--- src/design/oscmsd_pkg.sv ---
// ----------------------------------------------------------------------------
// OSC message stream decoder package
// Shared types, codes and constants for the decoder controller and datapath.
// ----------------------------------------------------------------------------
`default_nettype none

package oscmsd_pkg;

   localparam int MAX_TAGS_DEF  = 16;
   localparam int RESULT_SLOTS  = 17;
   localparam int HEADER_SKIP   = 15;

   localparam logic [7:0] CH_SLASH = 8'h2F;
   localparam logic [7:0] CH_HASH  = 8'h23;
   localparam logic [7:0] CH_COMMA = 8'h2C;
   localparam logic [7:0] CH_INT   = 8'h69;
   localparam logic [7:0] CH_FLT   = 8'h66;
   localparam logic [7:0] CH_STR   = 8'h73;
   localparam logic [7:0] CH_TRUE  = 8'h54;
   localparam logic [7:0] CH_FALSE = 8'h46;

   typedef enum logic [3:0] {
      PH_IDLE        = 4'd0,
      PH_DROP        = 4'd1,
      PH_HEADER      = 4'd2,
      PH_SIZE        = 4'd3,
      PH_ELEM_START  = 4'd4,
      PH_TRAIL       = 4'd5,
      PH_ADDR        = 4'd6,
      PH_ADDR_PAD    = 4'd7,
      PH_COMMA       = 4'd8,
      PH_TAGS        = 4'd9,
      PH_TAG_PAD     = 4'd10,
      PH_ARG_WORD    = 4'd11,
      PH_ARG_STR     = 4'd12,
      PH_ARG_STR_PAD = 4'd13,
      PH_ARG_BOOL    = 4'd14
   } phase_type;

   typedef enum logic [3:0] {
      K_ADDR     = 4'd0,
      K_ADDR_END = 4'd1,
      K_INT      = 4'd2,
      K_FLOAT    = 4'd3,
      K_TRUE     = 4'd4,
      K_FALSE    = 4'd5,
      K_STR      = 4'd6,
      K_STR_END  = 4'd7,
      K_MSG_END  = 4'd8,
      K_ERROR    = 4'd9
   } kind_type;

   typedef enum logic [2:0] {
      TG_INT   = 3'd0,
      TG_FLOAT = 3'd1,
      TG_STR   = 3'd2,
      TG_TRUE  = 3'd3,
      TG_FALSE = 3'd4
   } tag_type;

   typedef enum logic [2:0] {
      OP_NONE,
      OP_ENTRY,
      OP_LOOP,
      OP_CASE,
      OP_BUNDLE,
      OP_LAST,
      OP_CLOSE
   } op_type;

   typedef enum logic [3:0] {
      CT_WAIT,
      CT_ENTRY,
      CT_LOOP_PRE,
      CT_CASE,
      CT_LOOP_ARG,
      CT_BUNDLE,
      CT_LAST,
      CT_CLOSE
   } ctrl_state_type;

   typedef struct packed {
      op_type op;
      logic   pre;
      logic   load;
   } cmd_type;

   typedef struct packed {
      logic go_pre;
      logic go_case;
      logic go_bundle;
      logic case_loop;
      logic loop_stay;
      logic can_push;
   } status_type;

endpackage

`default_nettype wire

--- src/design/oscmsd_ctrl.sv ---
// ----------------------------------------------------------------------------
// OSC decoder controller
// Sequences the micro-steps that process one received byte.
// ----------------------------------------------------------------------------
`default_nettype none

module oscmsd_ctrl (
   input  wire logic                    clock,
   input  wire logic                    reset,
   input  wire logic                    req_tvalid,
   output logic                         req_tready,
   input  wire oscmsd_pkg::status_type  status,
   output oscmsd_pkg::cmd_type          cmd
);
   import oscmsd_pkg::*;

   ctrl_state_type state_ff, state_in;

   always_ff @(posedge clock) begin
      if (reset) begin
         state_ff <= CT_WAIT;
      end else begin
         state_ff <= state_in;
      end
   end

   always_comb begin
      state_in = state_ff;
      case (state_ff)
         CT_WAIT: begin
            if (req_tvalid) state_in = CT_ENTRY;
         end
         CT_ENTRY: begin
            if (status.can_push) begin
               if (status.go_pre) state_in = CT_LOOP_PRE;
               else if (status.go_case) state_in = CT_CASE;
               else if (status.go_bundle) state_in = CT_BUNDLE;
               else state_in = CT_LAST;
            end
         end
         CT_LOOP_PRE: begin
            if (status.can_push && !status.loop_stay) state_in = CT_CASE;
         end
         CT_CASE: begin
            if (status.can_push) state_in = status.case_loop ? CT_LOOP_ARG : CT_BUNDLE;
         end
         CT_LOOP_ARG: begin
            if (status.can_push && !status.loop_stay) state_in = CT_BUNDLE;
         end
         CT_BUNDLE: begin
            if (status.can_push) state_in = CT_LAST;
         end
         CT_LAST: begin
            if (status.can_push) state_in = CT_CLOSE;
         end
         CT_CLOSE: begin
            if (status.can_push) state_in = CT_WAIT;
         end
         default: state_in = CT_WAIT;
      endcase
   end

   always_comb begin
      req_tready = 1'b0;
      cmd.op     = OP_NONE;
      cmd.pre    = 1'b0;
      cmd.load   = 1'b0;
      case (state_ff)
         CT_WAIT: begin
            req_tready = 1'b1;
            cmd.load   = req_tvalid;
         end
         CT_ENTRY:    if (status.can_push) cmd.op = OP_ENTRY;
         CT_LOOP_PRE: begin
            cmd.pre = 1'b1;
            if (status.can_push) cmd.op = OP_LOOP;
         end
         CT_CASE:     if (status.can_push) cmd.op = OP_CASE;
         CT_LOOP_ARG: if (status.can_push) cmd.op = OP_LOOP;
         CT_BUNDLE:   if (status.can_push) cmd.op = OP_BUNDLE;
         CT_LAST:     if (status.can_push) cmd.op = OP_LAST;
         CT_CLOSE:    if (status.can_push) cmd.op = OP_CLOSE;
         default:     cmd.op = OP_NONE;
      endcase
   end

endmodule

`default_nettype wire

--- src/design/oscmsd_dp.sv ---
// ----------------------------------------------------------------------------
// OSC decoder datapath
// Parse registers, tag store, result counting and the output register pair.
// ----------------------------------------------------------------------------
`default_nettype none

module oscmsd_dp #(
   parameter int MAX_TAGS = oscmsd_pkg::MAX_TAGS_DEF
) (
   input  wire logic                    clock,
   input  wire logic                    reset,
   input  wire logic [7:0]              req_tdata,
   input  wire logic                    req_tlast,
   input  wire oscmsd_pkg::cmd_type     cmd,
   output oscmsd_pkg::status_type       status,
   output logic                         rsp_tvalid,
   input  wire logic                    rsp_tready,
   output logic [39:0]                  rsp_tdata,
   output logic [3:0]                   rsp_tuser,
   output logic                         rsp_tlast
);
   import oscmsd_pkg::*;

   localparam int TW = $clog2(MAX_TAGS + 1);
   localparam int IW = (MAX_TAGS > 1) ? $clog2(MAX_TAGS) : 1;

   logic [7:0]    byte_ff;
   logic          last_ff;
   phase_type     phase_ff, phase_in;
   logic [1:0]    wbc_ff, wbc_in;
   logic [31:0]   acc_ff, acc_in;
   tag_type       tag_ff [MAX_TAGS];
   logic [TW-1:0] tc_ff, tc_in;
   logic [TW-1:0] tp_ff, tp_in;
   logic          bun_ff, bun_in;
   logic [3:0]    hdr_ff, hdr_in;
   logic [31:0]   ebl_ff, ebl_in;
   logic [4:0]    n_ff, n_in;

   logic          pend_valid_ff;
   kind_type      pend_kind_ff;
   logic [31:0]   pend_value_ff;
   logic [4:0]    pend_arg_ff;
   logic          out_valid_ff;
   kind_type      out_kind_ff;
   logic [31:0]   out_value_ff;
   logic [4:0]    out_arg_ff;
   logic          out_last_ff;

   logic          em_want;
   logic          emit_ok;
   kind_type      em_kind;
   logic [31:0]   em_value;
   logic [4:0]    em_arg;
   logic          tag_we;
   tag_type       tag_wdata;
   logic          aligned;
   tag_type       cur_code;
   logic          tp_lt;
   logic          cur_bool;
   logic [4:0]    limit;
   logic [31:0]   acc_shift;
   logic [31:0]   ebl_dec;
   logic          slash;
   logic          can_push;

   assign can_push = !out_valid_ff || rsp_tready;
   assign slash    = (byte_ff == CH_SLASH);
   assign aligned  = ((wbc_ff + 2'd1) == 2'd0);
   assign cur_code = tag_ff[tp_ff[IW-1:0]];
   assign tp_lt    = (tp_ff < tc_ff);
   assign cur_bool = (cur_code == TG_TRUE) || (cur_code == TG_FALSE);
   assign limit    = cmd.pre ? 5'(RESULT_SLOTS - 2) : 5'(RESULT_SLOTS - 1);
   assign acc_shift = {acc_ff[23:0], byte_ff};
   assign ebl_dec  = (ebl_ff != 32'd0) ? ebl_ff - 32'd1 : ebl_ff;

   always_comb begin
      status.can_push  = can_push;
      status.go_pre    = (phase_ff == PH_ARG_BOOL);
      status.go_case   = (((phase_ff == PH_IDLE) || (phase_ff == PH_ELEM_START)) && slash) ||
                         ((phase_ff >= PH_TRAIL) && (phase_ff != PH_ARG_BOOL));
      status.go_bundle = (phase_ff == PH_ELEM_START) && !slash;
      status.case_loop = 1'b0;
      status.loop_stay = 1'b0;

      phase_in  = phase_ff;
      wbc_in    = wbc_ff;
      acc_in    = acc_ff;
      tc_in     = tc_ff;
      tp_in     = tp_ff;
      bun_in    = bun_ff;
      hdr_in    = hdr_ff;
      ebl_in    = ebl_ff;
      em_want   = 1'b0;
      em_kind   = K_ADDR;
      em_value  = 32'd0;
      em_arg    = 5'd0;
      tag_we    = 1'b0;
      tag_wdata = TG_INT;

      case (cmd.op)
         OP_ENTRY: begin
            case (phase_ff)
               PH_IDLE: begin
                  if (slash) begin
                     bun_in   = 1'b0;
                     phase_in = PH_ADDR;
                     wbc_in   = 2'd0;
                     acc_in   = 32'd0;
                     tc_in    = '0;
                     tp_in    = '0;
                  end else if (byte_ff == CH_HASH) begin
                     bun_in   = 1'b1;
                     hdr_in   = 4'(HEADER_SKIP);
                     phase_in = PH_HEADER;
                  end else begin
                     phase_in = PH_DROP;
                  end
               end
               PH_HEADER: begin
                  if (hdr_ff != 4'd0) hdr_in = hdr_ff - 4'd1;
                  if (hdr_ff <= 4'd1) begin
                     phase_in = PH_SIZE;
                     wbc_in   = 2'd0;
                     acc_in   = 32'd0;
                  end
               end
               PH_SIZE: begin
                  wbc_in = wbc_ff + 2'd1;
                  acc_in = acc_shift;
                  if (aligned) begin
                     ebl_in = acc_shift;
                     acc_in = 32'd0;
                     if (acc_shift != 32'd0) phase_in = PH_ELEM_START;
                  end
               end
               PH_ELEM_START: begin
                  if (slash) begin
                     phase_in = PH_ADDR;
                     wbc_in   = 2'd0;
                     acc_in   = 32'd0;
                     tc_in    = '0;
                     tp_in    = '0;
                  end else begin
                     phase_in = PH_TRAIL;
                  end
               end
               default: ;
            endcase
         end
         OP_LOOP: begin
            if (tp_lt && cur_bool && (n_ff < limit)) begin
               em_want  = 1'b1;
               em_kind  = (cur_code == TG_TRUE) ? K_TRUE : K_FALSE;
               em_arg   = 5'(tp_ff);
               tp_in    = tp_ff + TW'(1);
               status.loop_stay = 1'b1;
            end else if (!tp_lt) begin
               em_want  = 1'b1;
               em_kind  = K_MSG_END;
               em_arg   = 5'(tc_ff);
               phase_in = PH_TRAIL;
            end else if (cur_bool) begin
               if (cmd.pre) begin
                  em_want  = 1'b1;
                  em_kind  = K_ERROR;
                  em_arg   = 5'(tp_ff);
                  phase_in = PH_TRAIL;
               end else begin
                  phase_in = PH_ARG_BOOL;
               end
            end else if ((cur_code == TG_INT) || (cur_code == TG_FLOAT)) begin
               acc_in   = 32'd0;
               phase_in = PH_ARG_WORD;
            end else begin
               phase_in = PH_ARG_STR;
            end
         end
         OP_CASE: begin
            wbc_in = wbc_ff + 2'd1;
            case (phase_ff)
               PH_ADDR: begin
                  em_want = 1'b1;
                  if (byte_ff != 8'd0) begin
                     em_kind  = K_ADDR;
                     em_value = {24'd0, byte_ff};
                  end else begin
                     em_kind  = K_ADDR_END;
                     phase_in = aligned ? PH_COMMA : PH_ADDR_PAD;
                  end
               end
               PH_ADDR_PAD: if (aligned) phase_in = PH_COMMA;
               PH_COMMA: begin
                  if (byte_ff == CH_COMMA) begin
                     phase_in = PH_TAGS;
                  end else begin
                     em_want  = 1'b1;
                     em_kind  = K_ERROR;
                     em_arg   = 5'(tp_ff);
                     phase_in = PH_TRAIL;
                  end
               end
               PH_TAGS: begin
                  if (byte_ff == 8'd0) begin
                     if (aligned) begin
                        tp_in = '0;
                        status.case_loop = 1'b1;
                     end else begin
                        phase_in = PH_TAG_PAD;
                     end
                  end else begin
                     tag_we = 1'b1;
                     case (byte_ff)
                        CH_INT:   tag_wdata = TG_INT;
                        CH_FLT:   tag_wdata = TG_FLOAT;
                        CH_STR:   tag_wdata = TG_STR;
                        CH_TRUE:  tag_wdata = TG_TRUE;
                        CH_FALSE: tag_wdata = TG_FALSE;
                        default:  tag_we = 1'b0;
                     endcase
                     if (tag_we) begin
                        if (tc_ff < TW'(MAX_TAGS)) begin
                           tc_in = tc_ff + TW'(1);
                        end else begin
                           tag_we   = 1'b0;
                           em_want  = 1'b1;
                           em_kind  = K_ERROR;
                           em_arg   = 5'(tp_ff);
                           phase_in = PH_TRAIL;
                        end
                     end
                  end
               end
               PH_TAG_PAD: begin
                  if (aligned) begin
                     tp_in = '0;
                     status.case_loop = 1'b1;
                  end
               end
               PH_ARG_WORD: begin
                  acc_in = acc_shift;
                  if (aligned) begin
                     em_want  = 1'b1;
                     em_kind  = (cur_code == TG_INT) ? K_INT : K_FLOAT;
                     em_value = acc_shift;
                     em_arg   = 5'(tp_ff);
                     tp_in    = tp_ff + TW'(1);
                     status.case_loop = 1'b1;
                  end
               end
               PH_ARG_STR: begin
                  em_want = 1'b1;
                  em_arg  = 5'(tp_ff);
                  if (byte_ff != 8'd0) begin
                     em_kind  = K_STR;
                     em_value = {24'd0, byte_ff};
                  end else begin
                     em_kind = K_STR_END;
                     tp_in   = tp_ff + TW'(1);
                     if (aligned) status.case_loop = 1'b1;
                     else phase_in = PH_ARG_STR_PAD;
                  end
               end
               PH_ARG_STR_PAD: if (aligned) status.case_loop = 1'b1;
               default: ;
            endcase
         end
         OP_BUNDLE: begin
            if (bun_ff) begin
               ebl_in = ebl_dec;
               if (ebl_dec == 32'd0) begin
                  if (phase_ff >= PH_ADDR) begin
                     em_want = 1'b1;
                     em_kind = K_ERROR;
                     em_arg  = 5'(tp_ff);
                  end
                  phase_in = PH_SIZE;
                  wbc_in   = 2'd0;
                  acc_in   = 32'd0;
               end
            end
         end
         OP_LAST: begin
            if (last_ff) begin
               if ((phase_ff >= PH_ADDR) || (phase_ff == PH_ELEM_START) ||
                   ((phase_ff == PH_SIZE) && (wbc_ff != 2'd0))) begin
                  em_want = 1'b1;
                  em_kind = K_ERROR;
                  em_arg  = 5'(tp_ff);
               end
               phase_in = PH_IDLE;
               bun_in   = 1'b0;
               wbc_in   = 2'd0;
               acc_in   = 32'd0;
               hdr_in   = 4'd0;
               ebl_in   = 32'd0;
            end
         end
         default: ;
      endcase

      emit_ok = em_want && (n_ff < 5'(RESULT_SLOTS));
      if (cmd.op == OP_ENTRY) n_in = 5'd0;
      else n_in = n_ff + 5'(emit_ok);
   end

   always_ff @(posedge clock) begin
      if (reset) begin
         phase_ff <= PH_IDLE;
         wbc_ff   <= 2'd0;
         acc_ff   <= 32'd0;
         tc_ff    <= '0;
         tp_ff    <= '0;
         bun_ff   <= 1'b0;
         hdr_ff   <= 4'd0;
         ebl_ff   <= 32'd0;
         n_ff     <= 5'd0;
      end else begin
         phase_ff <= phase_in;
         wbc_ff   <= wbc_in;
         acc_ff   <= acc_in;
         tc_ff    <= tc_in;
         tp_ff    <= tp_in;
         bun_ff   <= bun_in;
         hdr_ff   <= hdr_in;
         ebl_ff   <= ebl_in;
         n_ff     <= n_in;
      end
   end

   always_ff @(posedge clock) begin
      if (cmd.load) begin
         byte_ff <= req_tdata;
         last_ff <= req_tlast;
      end
      if (tag_we) tag_ff[tc_ff[IW-1:0]] <= tag_wdata;
   end

   always_ff @(posedge clock) begin
      if (reset) begin
         pend_valid_ff <= 1'b0;
         out_valid_ff  <= 1'b0;
      end else begin
         if (emit_ok) begin
            pend_valid_ff <= 1'b1;
            if (pend_valid_ff) out_valid_ff <= 1'b1;
            else if (rsp_tready) out_valid_ff <= 1'b0;
         end else if ((cmd.op == OP_CLOSE) && pend_valid_ff) begin
            pend_valid_ff <= 1'b0;
            out_valid_ff  <= 1'b1;
         end else if (rsp_tready) begin
            out_valid_ff <= 1'b0;
         end
      end
   end

   always_ff @(posedge clock) begin
      if (emit_ok) begin
         pend_kind_ff  <= em_kind;
         pend_value_ff <= em_value;
         pend_arg_ff   <= em_arg;
      end
      if ((emit_ok || (cmd.op == OP_CLOSE)) && pend_valid_ff) begin
         out_kind_ff  <= pend_kind_ff;
         out_value_ff <= pend_value_ff;
         out_arg_ff   <= pend_arg_ff;
         out_last_ff  <= (cmd.op == OP_CLOSE);
      end
   end

   assign rsp_tvalid = out_valid_ff;
   assign rsp_tdata  = {3'd0, out_arg_ff, out_value_ff};
   assign rsp_tuser  = out_kind_ff;
   assign rsp_tlast  = out_last_ff;

   a_slots: assert property (@(posedge clock) disable iff (reset)
      n_ff <= 5'(RESULT_SLOTS))
      else $error("result count beyond slot limit");

   a_tags: assert property (@(posedge clock) disable iff (reset)
      (tp_ff <= tc_ff) && (tc_ff <= TW'(MAX_TAGS)))
      else $error("tag pointer or count out of range");

   a_close: assert property (@(posedge clock) disable iff (reset)
      (cmd.op == OP_CLOSE) |=> !pend_valid_ff)
      else $error("pending result left after close");

endmodule

`default_nettype wire

--- src/design/osc_message_stream_decoder.sv ---
// ----------------------------------------------------------------------------
// OSC message stream decoder
// Parses OSC 1.0 messages and bundles from a byte stream into typed items.
// ----------------------------------------------------------------------------
// One datagram byte is taken per request; each byte then runs through a short
// sequence in the controller. A byte outside a message (a datagram start other
// than '/', a dropped datagram, the bundle header, a size word) runs through
// accept, entry, datagram-end check and close. A byte inside a message runs
// through accept, entry, the message step, bundle-size check, datagram-end
// check and close; a bundle element that does not start with '/' skips the
// message step. Each pass through the argument loop adds a loop step, which
// repeats for each boolean tag it emits. Every step after the accept waits while
// the result register is full. The last result caused by a byte carries tlast.
`default_nettype none

module osc_message_stream_decoder #(
   parameter int MAX_TAGS = oscmsd_pkg::MAX_TAGS_DEF
) (
   input  wire logic        clock,
   input  wire logic        reset,
   input  wire logic        req_tvalid,
   output logic             req_tready,
   input  wire logic [7:0]  req_tdata,   // [7:0] data_byte
   input  wire logic        req_tlast,
   output logic             rsp_tvalid,
   input  wire logic        rsp_tready,
   output logic [39:0]      rsp_tdata,   // [31:0] item_value, [36:32] arg_number
   output logic [3:0]       rsp_tuser,   // [3:0] item_kind
   output logic             rsp_tlast
);
   import oscmsd_pkg::*;

   cmd_type    cmd;
   status_type status;

   oscmsd_ctrl u_ctrl (
      .clock      (clock),
      .reset      (reset),
      .req_tvalid (req_tvalid),
      .req_tready (req_tready),
      .status     (status),
      .cmd        (cmd)
   );

   oscmsd_dp #(
      .MAX_TAGS (MAX_TAGS)
   ) u_dp (
      .clock      (clock),
      .reset      (reset),
      .req_tdata  (req_tdata),
      .req_tlast  (req_tlast),
      .cmd        (cmd),
      .status     (status),
      .rsp_tvalid (rsp_tvalid),
      .rsp_tready (rsp_tready),
      .rsp_tdata  (rsp_tdata),
      .rsp_tuser  (rsp_tuser),
      .rsp_tlast  (rsp_tlast)
   );

endmodule

`default_nettype wire

--- config.mk ---
export PLATFORM = sky130hd
export DESIGN_NAME = osc_message_stream_decoder
export DESIGN_NICKNAME = d
export VERILOG_FILES = /design/src/design/oscmsd_pkg.sv /design/src/design/oscmsd_ctrl.sv /design/src/design/oscmsd_dp.sv /design/src/design/osc_message_stream_decoder.sv
export SDC_FILE = /design/constraint.sdc
export NUM_CORES = 1
export LEC_CHECK = 0
export BUFFER_PORTS_ARGS = -buffer_cell sky130_fd_sc_hd__buf_2
export CAP_MARGIN = 5
export CORE_UTILIZATION = 45
export CTS_BUF_LIST = sky130_fd_sc_hd__clkbuf_4 sky130_fd_sc_hd__clkbuf_8
export DETAILED_ROUTE_END_ITERATION = 10
export RECOVER_POWER = 25
export SYNTH_ARGS = -nofsm -noshare
export SYNTH_HDL_FRONTEND = slang
export SYNTH_SLANG_ARGS = --single-unit
--- constraint.sdc ---
create_clock -name clock -period 6.92 [get_ports clock]
set_input_delay 0.692 -clock clock [delete_from_list [all_inputs] [get_ports clock]]
set_output_delay 0.692 -clock clock [all_outputs]
set_load 0.005 [all_outputs]
Word-level counts from Yosys, hierarchy flattened
Memories as Yosys holds them, arrays and structs flattened. A register that Yosys moved wholly into a read port is not among the register bits. Index checks and enable logic that the tools add are counted.

Bits in registers: 180. Output and inout port bits: 47. Memory bits (writable): 48. Memories: 1. Logic and storage cells: 358.

Memories: u_dp.tag_ff (depth 16, width 3, read ports 1, clocked after memory_dff 1, write ports 1, RTL line oscmsd_dp.sv:32) `tag_type tag_ff [MAX_TAGS];`.

Muxes and demuxes: 184. Magnitude comparators: 7. Reductions and logical operators: 54. Add/sub/neg operators: 6. Eq/ne operators: 85.

Operator list (count): $mux 24 (10); $mux 4 (50); $mux 32 (6); $mux 5 (26); $pmux 24 s5 (1); $pmux 32 s3 (1); $pmux 24 s3 (1); $pmux 32 s2 (1); $reduce_bool 32->1 (2); $pmux 4 s5 (3); $pmux 5 s4 (3); $mux 1 (49); $eq 8x7->1 const B (5); $ne 2x1->1 const B (18); $logic_not 32->1 (1); $pmux 4 s4 (2); $pmux 4 s8 (1); $sub 32x1->32 const B (1); $eq 4x3->1 const B (7); $eq 4x4->1 const B (7); $ne 3x2->1 const B (9); $eq 8x6->1 const B (3); $mux 3 (7); $mux 2 (10); 54 further kinds (112).

Logic depth before layout (Yosys ltp)
Gate-level depths: netlist (run 1).

Depth in word-level cells: 13. Gate-level depth with buffers: 17.

Cells and area by module
A second synthesis (run 1) with hierarchy kept.

Cells, all modules: 1123. Area, all modules: 11776.3 µm².

By module, submodules not included: oscmsd_dp (cells an instance 1082, instances 1, sequential area each 5965.7 µm², area an instance 11474.8 µm²); oscmsd_ctrl (cells an instance 41, instances 1, sequential area each 60.1 µm², area an instance 301.5 µm²).

Worst setup path before layout (run 1)
OpenSTA, ideal clock, no wires.

Path type: reg2reg. From: register u_dp.ebl_ff[0]. To: register u_dp.out_arg_ff[0] (enable). Clock period less this slack: 4.911 ns. Path buffers: 1. Arrival: 4.508 ns. Path slack: 2.009 ns. Cell stages (with the launch flop): 14. Data required time: 6.518 ns. Cells stage by stage: dfxtp_1 -> inv_1 -> ha_1 -> or4b_1 -> nor4_4 -> and3_1 -> buf_4 -> nor3_2 -> xor2_1 -> or4b_4 -> nor4_2 -> o21ai_1 -> inv_2 -> o21a_1.

Cells in the longest elaborated chain, start to end: 9. Elaborated cells on any way between the ends: 10. Those cells by class: add/sub: 1; mux: 4; reduce/logical: 5.

RTL lines: start, declared (RTL line oscmsd_dp.sv:37) `logic [31:0] ebl_ff, ebl_in;`; start signal, assigned (RTL line oscmsd_dp.sv:326) `ebl_ff <= ebl_in;`; $sub 32x1->32 or $reduce_bool 32->1 (tied branches) (RTL line oscmsd_dp.sv:75) `assign ebl_dec = (ebl_ff != 32'd0) ? ebl_ff - 32'd1 : ebl_ff;`; $mux 32 * (RTL line oscmsd_dp.sv:75); $logic_not 32->1 * (RTL line oscmsd_dp.sv:271) `if (ebl_dec == 32'd0) begin`; $mux 1 * (RTL line oscmsd_dp.sv:271); $mux 1 * (RTL line oscmsd_dp.sv:269) `if (bun_ff) begin`; $pmux 1 s4 * (RTL line oscmsd_dp.sv:101) `case (cmd.op)`; $logic_and 1x1->1 * (RTL line oscmsd_dp.sv:302) `emit_ok = em_want && (n_ff < 5'(RESULT_SLOTS));`; named net u_dp.emit_ok (RTL line oscmsd_dp.sv:51) `logic emit_ok;`; $logic_or 1x1->1 * (RTL line oscmsd_dp.sv:363) `if ((emit_ok || (cmd.op == OP_CLOSE)) && pend_valid_ff) begin`; $logic_and 1x1->1 * (RTL line oscmsd_dp.sv:363); end signal, assigned (RTL line oscmsd_dp.sv:366) `out_arg_ff <= pend_arg_ff;`; end, declared (RTL line oscmsd_dp.sv:47) `logic [4:0] out_arg_ff;`.

Mark *: on every way through the listed nets, which the timed path passes. The rest lies on a longest branch. A chain may end at the register's enable or synchronous reset.

Worst setup path after layout (run 1)
From: register u_dp.ebl_ff[0]. To: register u_dp.n_ff[4].

Cells in the longest elaborated chain, start to end: 8. Elaborated cells on any way between the ends: 9. Those cells by class: add/sub: 2; mux: 4; reduce/logical: 3.

RTL lines: $sub 32x1->32 or $reduce_bool 32->1 (tied branches) (RTL line oscmsd_dp.sv:75); $mux 32 * (RTL line oscmsd_dp.sv:75); $logic_not 32->1 * (RTL line oscmsd_dp.sv:271); $mux 1 * (RTL line oscmsd_dp.sv:271); $mux 1 * (RTL line oscmsd_dp.sv:269); $pmux 1 s4 * (RTL line oscmsd_dp.sv:101); $logic_and 1x1->1 * (RTL line oscmsd_dp.sv:302); named net u_dp.emit_ok (RTL line oscmsd_dp.sv:51); $add 5x1->5 * (RTL line oscmsd_dp.sv:304) `else n_in = n_ff + 5'(emit_ok);`; end signal, assigned (RTL line oscmsd_dp.sv:327) `n_ff <= n_in;`; end, declared (RTL line oscmsd_dp.sv:38) `logic [4:0] n_ff, n_in;`.

Marked as above.

==> flow_summary.ini, run 1 <==
[sta]
rsz0062_at_grt = no
fin_crit_sh = 0.774
finalWorstSetupSlack_ps = 1570
layout_min_cycle_time_ps = 5350
setup_violations = 0
drv_slew = 0
clock_skew_ps = 58.1
worst_pin_slew_ps = 1170
max_freq_mhz = 187
max-slew-margin-rel = 0.217
hold_viol_final = 0
fin_tns_setup_ps = 0

[grt]
grt_pass1_vias = 8947
grtUsageTotal = 0.252
grt_max_degree = 48
grt_pass1_wl_um = 51600
grt_overflow = 0
antenna_found_initial = 1

[clock_network]
cts_sinks = 231
post-cts-setup-buffers = 0
h-tree-depth = 2
cts_resized = 0
cts_tree = built
cts_hold_buf = 0
cts.clk_slew.worst_paths_ps = 70
clock_latency_ps = 560
cts_root_buf = clkbuf_8
cts_buffer_depth = 3
cts_buffers = 41

[floorplan]
io_pins = 60
fp.dieW_um = 164
chipHeight_um = 164
start_util = 0.463
core_region_area_sq_um = 25400
die_area_sq_um = 26800
rows = 58

[synth]
yosys.area.top_type = edfxtp_1
yosys-top-cells-area = edfxtp_1 (36%), dfxtp_1 (15%), nand2_1 (4.1%)
synth-main-ff-cell = edfxtp_1
syn-mean-instance-area_sq_um = 9.92
yosysSeqAreaShare = 0.512
synth_top_cell_area_share = 0.357
yosysWarnings = 0
ys_types = 79
ys_seq_elements = 231
synth-edff-count = 140
syn-instance-count = 1185
synth.cell_area_sq_um = 11800
async_flop_share = 0

[route]
wl_met1_um = 15700
routed-wl-met2_um = 13600
via_per_inst = 6.08
maxUsedRoutingLayer = met5
drc = 0
wl_met3_um = 3000
drt_iter0_drc = 1115
num_vias = 9596
wl_per_cell_um = 21.0
final_antenna_net_count = 0
first_pass_iters = 5
wirelength_um = 33200

[setup_path]
criticalPathCategory = reg2reg
ff2ff_setup_slack_ps = 1570
worstRegToRegCells = 17
cpPeakStageDelay_ps = 740
crit_arrival_ps = 5820
cp_cell_sequence = inv_1, ha_1, or4b_1, nor4_4, and3_1, nor3_2, xor2_1, or4b_4, nor4_2, o21ai_1, inv_2, buf_4, ha_1, ha_1, nand3_1, xor2_1, nor3_1
cp_common_cell = ha_1
critPathCaptureType = register
reg2reg_from = u_dp.ebl_ff[0]$_SDFFE_PP0P_
critical-path-slowest-cell = and3_1
startpoint_type = register
r2r-end = u_dp.n_ff[4]$_SDFF_PP0_
worstPathRequired_ps = 7390
path_max_fanout = 42

[min_path]
min_path_cells = 1
hold_path.class = in2reg
min_delay_worst_endpoint = u_dp.last_ff$_DFFE_PP_
hold_start = req_tlast

[cells_and_area]
drive_above_1_share = 0.114
nets = 1255
n_fill_cell = 2344
syn_to_final_growth_pct = 11.0
antenna-diode-count = 0

[placement]
place_congestion = 0.943
portBuffers = 56
place_ws_ps = 1630
post-dp-hpwl_um = 23300

[power_and_ir_drop]
leakage_nw = 4.60
max-vdd-ir-drop_v = 0.000217
power_density_nw_per_um2 = 445

[outcome]
outcome = finished clean

[flow_run]
cap_violations = 0
==> worst max-delay path by stage <==
| stage | end | slack (ps) | cells past startpoint | startpoint |
|---|---|---|---|---|
| 6_report | u_dp.n_ff[4]$_SDFF_PP0_ | 1570 | 17 | u_dp.ebl_ff[0]$_SDFFE_PP0P_ |
| 5_1_grt | u_dp.n_ff[4]$_SDFF_PP0_ | 1270 | 17 | u_dp.ebl_ff[0]$_SDFFE_PP0P_ |
| 4_1_cts | u_dp.n_ff[4]$_SDFF_PP0_ | 1590 | 17 | u_dp.ebl_ff[0]$_SDFFE_PP0P_ |
| 3_5_place_dp | u_dp.n_ff[4]$_SDFF_PP0_ | 1630 | 17 | u_dp.ebl_ff[0]$_SDFFE_PP0P_ |
| 3_3_place_gp | u_dp.n_ff[4]$_SDFF_PP0_ | 1800 | 17 | u_dp.ebl_ff[0]$_SDFFE_PP0P_ |
| 2_1_floorplan | u_dp.out_arg_ff[0]$_DFFE_PP_ | 2010 | 13 | u_dp.ebl_ff[0]$_SDFFE_PP0P_ |
==> cell families after synthesis <==
kind of cell	after synthesis	synth area share
multiplexers	47	0.0529
XOR/XNOR	18	0.0134
AO/OA/AOI/OAI	241	0.134
adder cells (fa/ha/maj)	25	0.0262
flip-flops	231	0.512
AND/OR/NAND/NOR	515	0.222
buffers and inverters	107	0.0379
other	1	0.000319
==> area by class of cell <==
type                            instances  area [sq um]  share of cell area
Clock buffer                           59           724              0.0555
Clock inverter                         14           120             0.00921
Tap cell                              330           413              0.0316
Inverter                               24          90.1             0.00690
Timing Repair Buffer                   72           355              0.0272
Multi-Input combinational cell        849          5320               0.408
Sequential cell                       231          6030               0.462
==> cells in the mapped netlist, types with 5 or more instances <==
cell type and count:
nand2b_1 9, o22ai_1 6, buf_4 5, or3_1 11, o21ai_0 46, inv_1 23
nand3_1 32, a311oi_1 17, nand4_1 14, a21o_1 6, nand2_1 130, edfxtp_1 140
and3_1 32, or2_2 6, xnor2_1 8, a211oi_1 14, a221oi_1 8, a22oi_1 13
a21oi_1 66, nand3b_1 7, nand4b_1 5, nor3b_1 6, nor3_1 55, o21a_1 5
xor2_1 10, ha_1 23, dfxtp_1 91, or4_1 9, nor2_1 127, clkbuf_1 71
mux2i_1 34, and2_1 16, nor4_1 24, o211ai_1 5, mux4_2 12, nor2b_1 9
a31oi_1 11, o31ai_1 7
==> worst max-delay path: cells and delay by family, from the launching register on <==
family          cells  cell delay [ps]
xor+xnor            2              370
simple gates        8             3040
flops               1              350
buf+inv             3              640
fa+ha+maj           3              580
compound gates      1              240
==> layout by cell type (no fill, tap or decap), types with 12 or more instances in the layout <==
cell	n
a211oi_1	14
a21oi_1	65
a22oi_1	13
a311oi_1	17
and2_1	15
and3_1	32
buf_2	23
buf_4	15
clkbuf_1	33
clkbuf_4	14
clkbuf_8	45
dfxtp_1	91
edfxtp_1	140
ha_1	23
inv_1	23
mux2i_1	34
mux4_2	12
nand2_1	130
nand3_1	32
nand4_1	14
nor2_1	125
nor3_1	55
nor4_1	23
o21ai_0	46
==> metal layers <==
layer  GRT usage  vias to the layer above
li1            -                     4479
met1       0.379                     4624
met2       0.352                      427
met3      0.0587                       64
met4      0.0816                        2
met5           0                        -
==> power by group <==
part	internal, mW	switching (mW)	leakage, nW
clock	0.748	0.554	0.446
sequential	1.64	0.216	2.01
combinational	0.925	1.73	2.15
total	3.31	2.50	4.60
==> flip-flops by register name, indices dropped and copies added, names as in the netlist, 5 cells and up, named ones only <==
| signal | cells |
|---|---|
| u_dp.n_ff | 5 |
| u_dp.out_arg_ff | 5 |
| u_dp.byte_ff | 8 |
| u_dp.tp_ff | 5 |
| u_dp.pend_value_ff | 32 |
| u_dp.tc_ff | 5 |
| u_dp.out_value_ff | 32 |
| u_dp.acc_ff | 24 |
| u_dp.pend_arg_ff | 5 |
| u_dp.ebl_ff | 32 |
| u_dp.tag_ff | 48 |
==> per-stage QoR <==
stage	instance area (sq um)	utilization	cells	power, mW	hold slack, ps
detailed placement	12200	0.482	1506	4.47	405
CTS	13100	0.516	1579	5.79	292
global route	13000	0.514	1579	6.15	288
global placement	12200	0.482	1506	4.49	401
floorplan	11800	-	1187	3.82	400
finish	13000	0.514	1579	5.81	303
Power figures use the tool's default switching activity.
==> inputs of run 2 (changes only) <==
==> constraint.sdc (replaced) <==
create_clock -name clock -period 5.5 [get_ports clock]
set_input_delay 0.55 -clock clock [delete_from_list [all_inputs] [get_ports clock]]
set_output_delay 0.55 -clock clock [all_outputs]
set_load 0.005 [all_outputs]
==> run 2 against run 1 <==
Critical path depth decreased by 5. Setup slack got worse by 840 ps. Largest cell class unchanged. Clock power increased by 25%. Cell area increased by 0.37%. Highest routed layer is now met4. Routed wire length decreased by 0.75%. Non-clock buffer count increased by 6. First-iteration DRC count increased by 7.8%. Die area unchanged.
==> flow_summary.ini, run 2 (synthesis results as in run 1) <==
[floorplan]
core_region_area_sq_um = 25400
rows = 58
start_util = 0.463
die_area_sq_um = 26800
chipHeight_um = 164
fp.dieW_um = 164
io_pins = 60

[route]
drt_iter0_drc = 1202
via_per_inst = 6.11
first_pass_iters = 6
drc = 0
wirelength_um = 33000
num_vias = 9684
wl_per_cell_um = 20.8
final_antenna_net_count = 0

[sta]
fin_hold_ws_ps = 193
worst_pin_slew_ps = 1100
rsz0062_at_grt = no
fin_crit_sh = 0.869
drv_slew = 0
fin_tns_setup_ps = 0
layout_min_cycle_time_ps = 4780
setup_violations = 0
clock_skew_ps = 30.7
max-slew-margin-rel = 0.266
max_freq_mhz = 209
hold_viol_final = 0

[clock_network]
cts_buffer_depth = 3
clock_latency_ps = 550
cts_tree = built
cts_resized = 0
h-tree-depth = 2
cts_root_buf = clkbuf_8
cts_sinks = 231
cts_hold_buf = 0
cts.clk_slew.worst_paths_ps = 60
cts_buffers = 40
post-cts-setup-buffers = 0

[setup_path]
worstPathRequired_ps = 5660
critPathCaptureType = register
criticalPathCategory = reg2reg
crit_arrival_ps = 4940
worstRegToRegCells = 12
path_max_fanout = 41
startpoint_type = register

[power_and_ir_drop]
max-vdd-ir-drop_v = 0.000260
leakage_nw = 4.65
power.net_switching_mw = 3.17
clkPwrFrac = 0.220
swShare = 0.432
power.share.combinational = 0.459
internal-power_mw = 4.16
share_seq_of_total_power = 0.321
power_density_nw_per_um2 = 560

[placement]
place_congestion = 1.00
post-dp-hpwl_um = 22900
portBuffers = 56

[grt]
antenna_found_initial = 0
grt_overflow = 0
grt_pass1_wl_um = 51000
grtUsageTotal = 0.248
grt_max_degree = 64
grt_pass1_vias = 8857

[cells_and_area]
nets = 1260
antenna-diode-count = 0
largest_reg_flops = 48
final_common_cell = edfxtp_1
syn_to_final_growth_pct = 11.4
drive_above_1_share = 0.121
final_cell_mix = edfxtp_1 (140), nand2_1 (130), nor2_1 (126), dfxtp_1 (91), a21oi_1 (65)

[flow_run]
cap_violations = 0

[min_path]
hold_path.class = in2reg
min_path_cells = 1

[outcome]
outcome = finished clean
==> run 2: changes by cell type in the layout (fill, tap and decap cells not counted), moves of 2 or more <==
cell      change
clkbuf_1      -5
clkbuf_8      +4
buf_2         +5
clkbuf_4      -6
buf_4         +5
clkinv_2      +2
==> run 2: worst max-delay path, stage by stage, from the launching register on <==
cell,delay (ps)
dfxtp_1,350
inv_1,110
ha_1,150
or4b_1,520
nor4_4,510
and3_1,540
nor3_2,140
xor2_1,200
or4b_4,550
nor4_2,500
o21ai_1,230
inv_2,110
buf_4,440
==> run 2: layout make-up <==
| class | instances | area (sq um) |
|---|---|---|
| clock buffers | 57 | 734 |
| clock inverters | 16 | 105 |
| fillers | 2393 | 12300 |
| inverters | 24 | 90.1 |
| multi-input cells | 849 | 5310 |
| flip-flops and latches | 231 | 6030 |
| well taps | 330 | 413 |
| repair buffers | 78 | 419 |
==> run 2: final timing paths <==
path / slack (ps) / end / startpoint
hold / removal: 190 / u_dp.byte_ff[5]$_DFFE_PP_ / req_tdata[5]
setup reg to reg: 720 / u_dp.pend_value_ff[24]$_SDFFCE_PN0P_ / u_dp.ebl_ff[0]$_SDFFE_PP0P_
setup / recovery: 720 / u_dp.pend_value_ff[24]$_SDFFCE_PN0P_ / u_dp.ebl_ff[0]$_SDFFE_PP0P_
hold reg to reg: 420 / u_dp.out_value_ff[12]$_DFFE_PP_ / u_dp.pend_value_ff[12]$_SDFFCE_PN0P_
==> run 2: per-layer routing <==
layer	vias up	wire length, um	track usage
met5	-	0	0
met4	0	728	0.0686
met3	70	2760	0.0495
met2	442	13800	0.356
met1	4660	15700	0.376
li1	4512	-	-
==> run 2: power groups by stage <==
stage                     clock network, mW  logic [mW]  registers [mW]
after global routing                   1.73        3.63            2.38
after CTS                              1.65        3.28            2.34
final                                  1.62        3.37            2.35
after floorplan                           0        2.62            2.19
after global placement                    0        3.27            2.37
after detailed placement                  0        3.27            2.37
==> run 2: per-stage QoR <==
step                 util  setup slack [ps]  instances  area, sq um  total power, mW
CTS                 0.517               807       1585        13100             7.27
finish              0.516               722       1585        13100             7.33
global placement    0.484               908       1512        12300             5.64
floorplan               -               589       1187        11800             4.81
global route        0.516               505       1585        13100             7.74
detailed placement  0.484               822       1512        12300             5.64
